File: src/design/svq_pkg.sv
package svq_pkg;

   localparam int TABLE_DEPTH_DEFAULT = 1024;
   localparam int COORD_BITS_DEFAULT  = 10;

   localparam int ACTION_W = 2;
   localparam int MASK_W   = 6;
   localparam int STEP_W   = 3;

   localparam logic [ACTION_W-1:0] ACT_INSERT = 2'd0;
   localparam logic [ACTION_W-1:0] ACT_CHECK  = 2'd1;
   localparam logic [ACTION_W-1:0] ACT_SIDES  = 2'd2;

   typedef logic [STEP_W-1:0] step_type;

   localparam step_type STEP_CENTER = 3'd0;
   localparam step_type STEP_Y_UP   = 3'd1;
   localparam step_type STEP_Z_UP   = 3'd2;
   localparam step_type STEP_X_UP   = 3'd3;
   localparam step_type STEP_X_DOWN = 3'd4;
   localparam step_type STEP_Z_DOWN = 3'd5;
   localparam step_type STEP_Y_DOWN = 3'd6;

   typedef enum logic [2:0] {
      ST_IDLE,
      ST_KEY,
      ST_PROBE,
      ST_COMPARE,
      ST_SHIFT_RD,
      ST_SHIFT_WR,
      ST_PLACE,
      ST_FINISH
   } state_type;

endpackage

File: src/design/svq_key_gen.sv
module svq_key_gen
   import svq_pkg::*;
#(
   parameter int COORD_BITS = COORD_BITS_DEFAULT
) (
   input  logic [COORD_BITS-1:0]   x_coord,
   input  logic [COORD_BITS-1:0]   y_coord,
   input  logic [COORD_BITS-1:0]   z_coord,
   input  step_type                step,
   output logic [3*COORD_BITS-1:0] key,
   output logic                    in_range
);

   localparam logic [COORD_BITS-1:0] COORD_MAX = {COORD_BITS{1'b1}};
   localparam logic [COORD_BITS-1:0] COORD_ONE = COORD_BITS'(1);

   logic [COORD_BITS-1:0] nx;
   logic [COORD_BITS-1:0] ny;
   logic [COORD_BITS-1:0] nz;

   always_comb begin
      nx       = x_coord;
      ny       = y_coord;
      nz       = z_coord;
      in_range = 1'b1;
      unique case (step)
         STEP_CENTER: begin
         end
         STEP_Y_UP: begin
            in_range = (y_coord != COORD_MAX);
            ny       = y_coord + COORD_ONE;
         end
         STEP_Z_UP: begin
            in_range = (z_coord != COORD_MAX);
            nz       = z_coord + COORD_ONE;
         end
         STEP_X_UP: begin
            in_range = (x_coord != COORD_MAX);
            nx       = x_coord + COORD_ONE;
         end
         STEP_X_DOWN: begin
            in_range = (x_coord != '0);
            nx       = x_coord - COORD_ONE;
         end
         STEP_Z_DOWN: begin
            in_range = (z_coord != '0);
            nz       = z_coord - COORD_ONE;
         end
         STEP_Y_DOWN: begin
            in_range = (y_coord != '0);
            ny       = y_coord - COORD_ONE;
         end
         default: begin
            in_range = 1'b0;
         end
      endcase
   end

   always_comb begin
      for (int i = 0; i < COORD_BITS; i++) begin
         key[3*i]   = nx[i];
         key[3*i+1] = ny[i];
         key[3*i+2] = nz[i];
      end
   end

endmodule

File: config.mk
export PLATFORM = sky130hd
export DESIGN_NAME = svq_key_gen
export DESIGN_NICKNAME = d
export VERILOG_FILES = /design/src/design/svq_pkg.sv /design/src/design/svq_key_gen.sv
export SDC_FILE = /design/constraint.sdc
export NUM_CORES = 1
export LEC_CHECK = 0
export BUFFER_PORTS_ARGS = -buffer_cell sky130_fd_sc_hd__buf_4
export CORE_UTILIZATION = 30
export DETAILED_ROUTE_END_ITERATION = 7
export SETUP_SLACK_MARGIN = 0.05
export SYNTH_ARGS = -nofsm -noshare
export SYNTH_HDL_FRONTEND = slang
export SYNTH_SLANG_ARGS = --single-unit
File: constraint.sdc
create_clock -name vclk -period 2.9
set_input_delay 0.435 -clock vclk [all_inputs]
set_output_delay 0.435 -clock vclk [all_outputs]
set_load 0.02 [all_outputs]
* Word-level counts from Yosys, hierarchy flattened
Cells that the tools add are included.
Cells by class: add/sub/neg operators 6, multipliers 0, div/mod/pow operators 0, magnitude comparators 0, eq/ne operators 9, shifts and indexed selects 0, muxes and demuxes 4, bitwise logic cells 0, reductions and logical operators 4
Operators with widths (number):
- $pmux 10 s2 | 3
- $add 10x1->10 const B | 3
- $ne 10x10->1 const B | 3
- $reduce_bool 10->1 | 3
- $sub 10x1->10 const B | 3
- $eq 3x3->1 const B | 3
- $pmux 1 s7 | 1
- $eq 3x2->1 const B | 2
- $eq 3x1->1 const B | 1
- $logic_not 3->1 | 1
Storage, ports and cells: bits in registers 0, latch bits 0, RAM bits 0, ROM bits 0, bits of input ports 33, output and inout port bits 31, logic and storage cells 23, memories 0

* Logic depth before layout (Yosys ltp)
depth in word-level cells 2, depth in mapped cells 10, mapped depth without buffers 9

* Least setup slack after synthesis
No wires, ideal clock.
path kind input-to-output, start in step[0], end out key[25], arrival time 2583 ps, data required time 2465 ps, path slack -118 ps, stages on the path 9, path buffers 1, path through clkbuf_8 > or2_2 > inv_2 > ha_1 > nor2b_1 > o31a_1 > o2111ai_1 > a31oi_1 > o31ai_1
Between the ends: cells in the longest elaborated chain, start to end 2, elaborated cells on any way between the ends 3, classes of those cells eq/ne: 2; mux: 1
RTL lines:
- from (decl) | line svq_key_gen.sv:9 | input step_type step,
- $eq 3x3->1 or $eq 3x1->1 (tied branches) | line svq_key_gen.sv:26 | unique case (step)
- $pmux 10 s2 * | line svq_key_gen.sv:26
- to (decl) | line svq_key_gen.sv:10 | output logic [3*COORD_BITS-1:0] key,
Every way passes the cells marked *; elsewhere a longest branch is shown, timed or not.

* Worst setup path after layout
start in step[1], end out key[29]
Between the ends: cells in the longest elaborated chain, start to end 2, elaborated cells on any way between the ends 3, classes of those cells eq/ne: 2; mux: 1
RTL lines (line):
- $eq 3x3->1 or $eq 3x2->1 (tied branches) | svq_key_gen.sv:26
- $pmux 10 s2 * | svq_key_gen.sv:26
Marks and branches as above.

==> impl_metrics.ini <==
[setup_path]
cp.required_ns = 2.47
crit_chain = buf_8, buf_6, nand3b_4, inv_6, ha_4, a2111oi_4, o21ai_2, a41oi_2, mux2i_1, xnor2_1, buf_4
startpoint_type = input pin
cp_max_fo = 7
cp.arrival_ns = 2.43
critPathMaxStageDelay_ns = 0.36
end_kind = output port
path_class = input pin to output port
worst_path_max_delay_cell = a2111oi_4

[cells_and_area]
num_antenna_cells = 0
post-route-util_pct = 53.3
nFlopsAndLatches = 0
n_fill_cell = 542
drive_above_1_share_pct = 48.7
nClkBuffers = 0
regArea_sq_um = 0
area_delta_synth_final_pct = 67.8
fin_nets = 403

[timing]
hold_ws_ns = 1.18
fmax_mhz = 349
max_slew_margin_pct = 53.1
rsz0062_at_grt = true
setup_violations = 0
setup_tns_ns = 0
min_period_over_period_pct = 98.8
hold_viol = 0
tightest_slew_ns = 0.702
fin_crit_ns = 2.87
slew_viol_final = 0

[floorplanning]
die_w_um = 79.0
dieArea_sq_um = 6250
fp-row-count = 27
die_h_um = 79.0
pin_count = 64
coreArea_sq_um = 5610
start_util_pct = 31.7

[power]
peakVddDrop_mv = 0.101
p_leak_nw = 1.34
power_density_nw_per_um2 = 193

[drt]
ant_nets = 0
dr.pass1.iters = 4
drc = 0
vias = 2251
wl_per_cell_um = 14.9
drt_iter0_markers = 87
wl_um = 6150
viasPerCell = 5.45

[global_route]
grt_pass1_wl_um = 9570
grt_start_max_net_pins = 11
antenna_found_initial = 0
grt-ovfl-total = 0
grt_pass1_vias = 2066
track_usage_pct = 18.3

[yosys]
synth_nets = 299
postSynthCellCount = 239
synth_warnings = 0
yosysSeqAreaShare_pct = 0
syn_area_sq_um = 1780
synth.avg_cell_area_sq_um = 7.45
synthDistinctLibCells = 52

[place]
place.detailed.hpwl_um = 4720
portBuffers = 64
globalplace.congestion = 0.879

[flow_run]
maxCapViolations = 0

[outcome]
status = finished, final reports clean

[hold_path]
hold_path.class = input pin to output port
[per-layer routing]
layer	vias to the layer above	track usage, %	part of all wire, %
li1	1125	-	-
met1	1055	25.3	46
met2	65	32.9	49
met3	6	0.575	4.2
met4	0	0.545	0.81
met5	-	0	0
[cell type report]
cell class / instances / area, sq um / share of cell area, %
inverter: 14 / 65.1 / 2.18
multi-input combinational: 220 / 2000 / 67.0
tap: 72 / 90.1 / 3.02
timing repair buffer: 107 / 830 / 27.8
[layout by cell type (no fill, tap or decap), types with 3 or more instances in the layout]
cell / n
a41oi_2: 3
xnor2_1: 6
a2111oi_4: 3
nand4_1: 4
buf_4: 101
nor2_2: 3
a31oi_1: 5
nor4_1: 5
buf_6: 5
o21ai_0: 9
a211oi_2: 3
o211ai_1: 3
xor2_1: 10
o21ai_1: 6
nor3_1: 4
o21bai_1: 3
nand2_1: 18
o31a_1: 3
o21ai_2: 3
ha_4: 13
a211oi_1: 5
a21oi_1: 16
nor3b_1: 3
ha_1: 10
a21o_1: 11
inv_1: 11
nand3_1: 4
o21a_1: 6
nor2_1: 15
o31ai_2: 3
[per-stage QoR]
stage	instance area (sq um)	setup slack (ns)	power, W	cells
2_1_floorplan	1830	0.0157	0.000295	239
3_3_place_gp	2580	-0.0755	0.000493	401
3_5_place_dp	2580	-0.129	0.000497	401
4_1_cts	2670	0.0287	0.000517	406
5_1_grt	2990	-0.0846	0.000623	413
6_report	2990	0.0337	0.000578	413
[path summary, 6_finish.rpt]
check | start | to | cells past startpoint
worst max-delay path | step[1] | key[29] | 11
worst min-delay path | y_coord[9] | key[28] | 3
[repair_timing]
action	in CTS	in global routing
setup buffers	5	7
resized for setup	14	42
hold buffers	0	0
pin swaps	6	28
setup endpoints to repair	8	13
[kinds of logic after synthesis]
group	synth area share, %
AO/OA/AOI/OAI	37.4
XOR/XNOR	8.36
adder cells (fa/ha/maj)	20.2
buffers and inverters	6.04
multiplexers	2.95
AND/OR/NAND/NOR	25.0
[critical path: cells and delay by family]
family / cells / cell delay (ns)
AO/OA/AOI/OAI: 3 / 0.69
XOR/XNOR: 1 / 0.14
adder cells (fa/ha/maj): 1 / 0.22
buffers and inverters: 4 / 0.48
multiplexers: 1 / 0.26
AND/OR/NAND/NOR: 1 / 0.18
[power breakdown]
group / internal [W] / switching [W]
Sequential: 0 / 0
Clock: 0 / 0
Combinational: 0.000281 / 0.000297
[cells in the mapped netlist, types with 3 or more instances]
| master | number | area share [%] |
|---|---|---|
| a211oi_1 | 8 | 3.4 |
| a21o_1 | 11 | 4.6 |
| a21oi_1 | 17 | 4.8 |
| a31oi_1 | 5 | 1.8 |
| a41oi_2 | 3 | 2.7 |
| buf_6 | 3 | 1.9 |
| fa_1 | 3 | 3.4 |
| ha_1 | 24 | 17 |
| inv_1 | 11 | 2.3 |
| mux2i_1 | 3 | 1.7 |
| nand2_1 | 19 | 4.0 |
| nand2b_1 | 3 | 1.1 |
| nand3_1 | 4 | 1.1 |
| nand4_1 | 4 | 1.4 |
| nor2_1 | 16 | 3.4 |
| nor2b_1 | 3 | 1.1 |
| nor3_1 | 6 | 1.7 |
| nor3b_1 | 3 | 1.3 |
| nor4_1 | 6 | 2.1 |
| o2111ai_1 | 3 | 1.5 |
| o211ai_1 | 3 | 1.3 |
| o21a_1 | 6 | 2.5 |
| o21ai_0 | 12 | 3.4 |
| o21ai_1 | 6 | 1.7 |
| o21bai_1 | 3 | 1.3 |
| o31a_1 | 3 | 1.5 |
| o31ai_1 | 4 | 1.7 |
| xnor2_1 | 7 | 3.4 |
| xor2_1 | 10 | 4.9 |
Power figures use the tool's default switching activity.
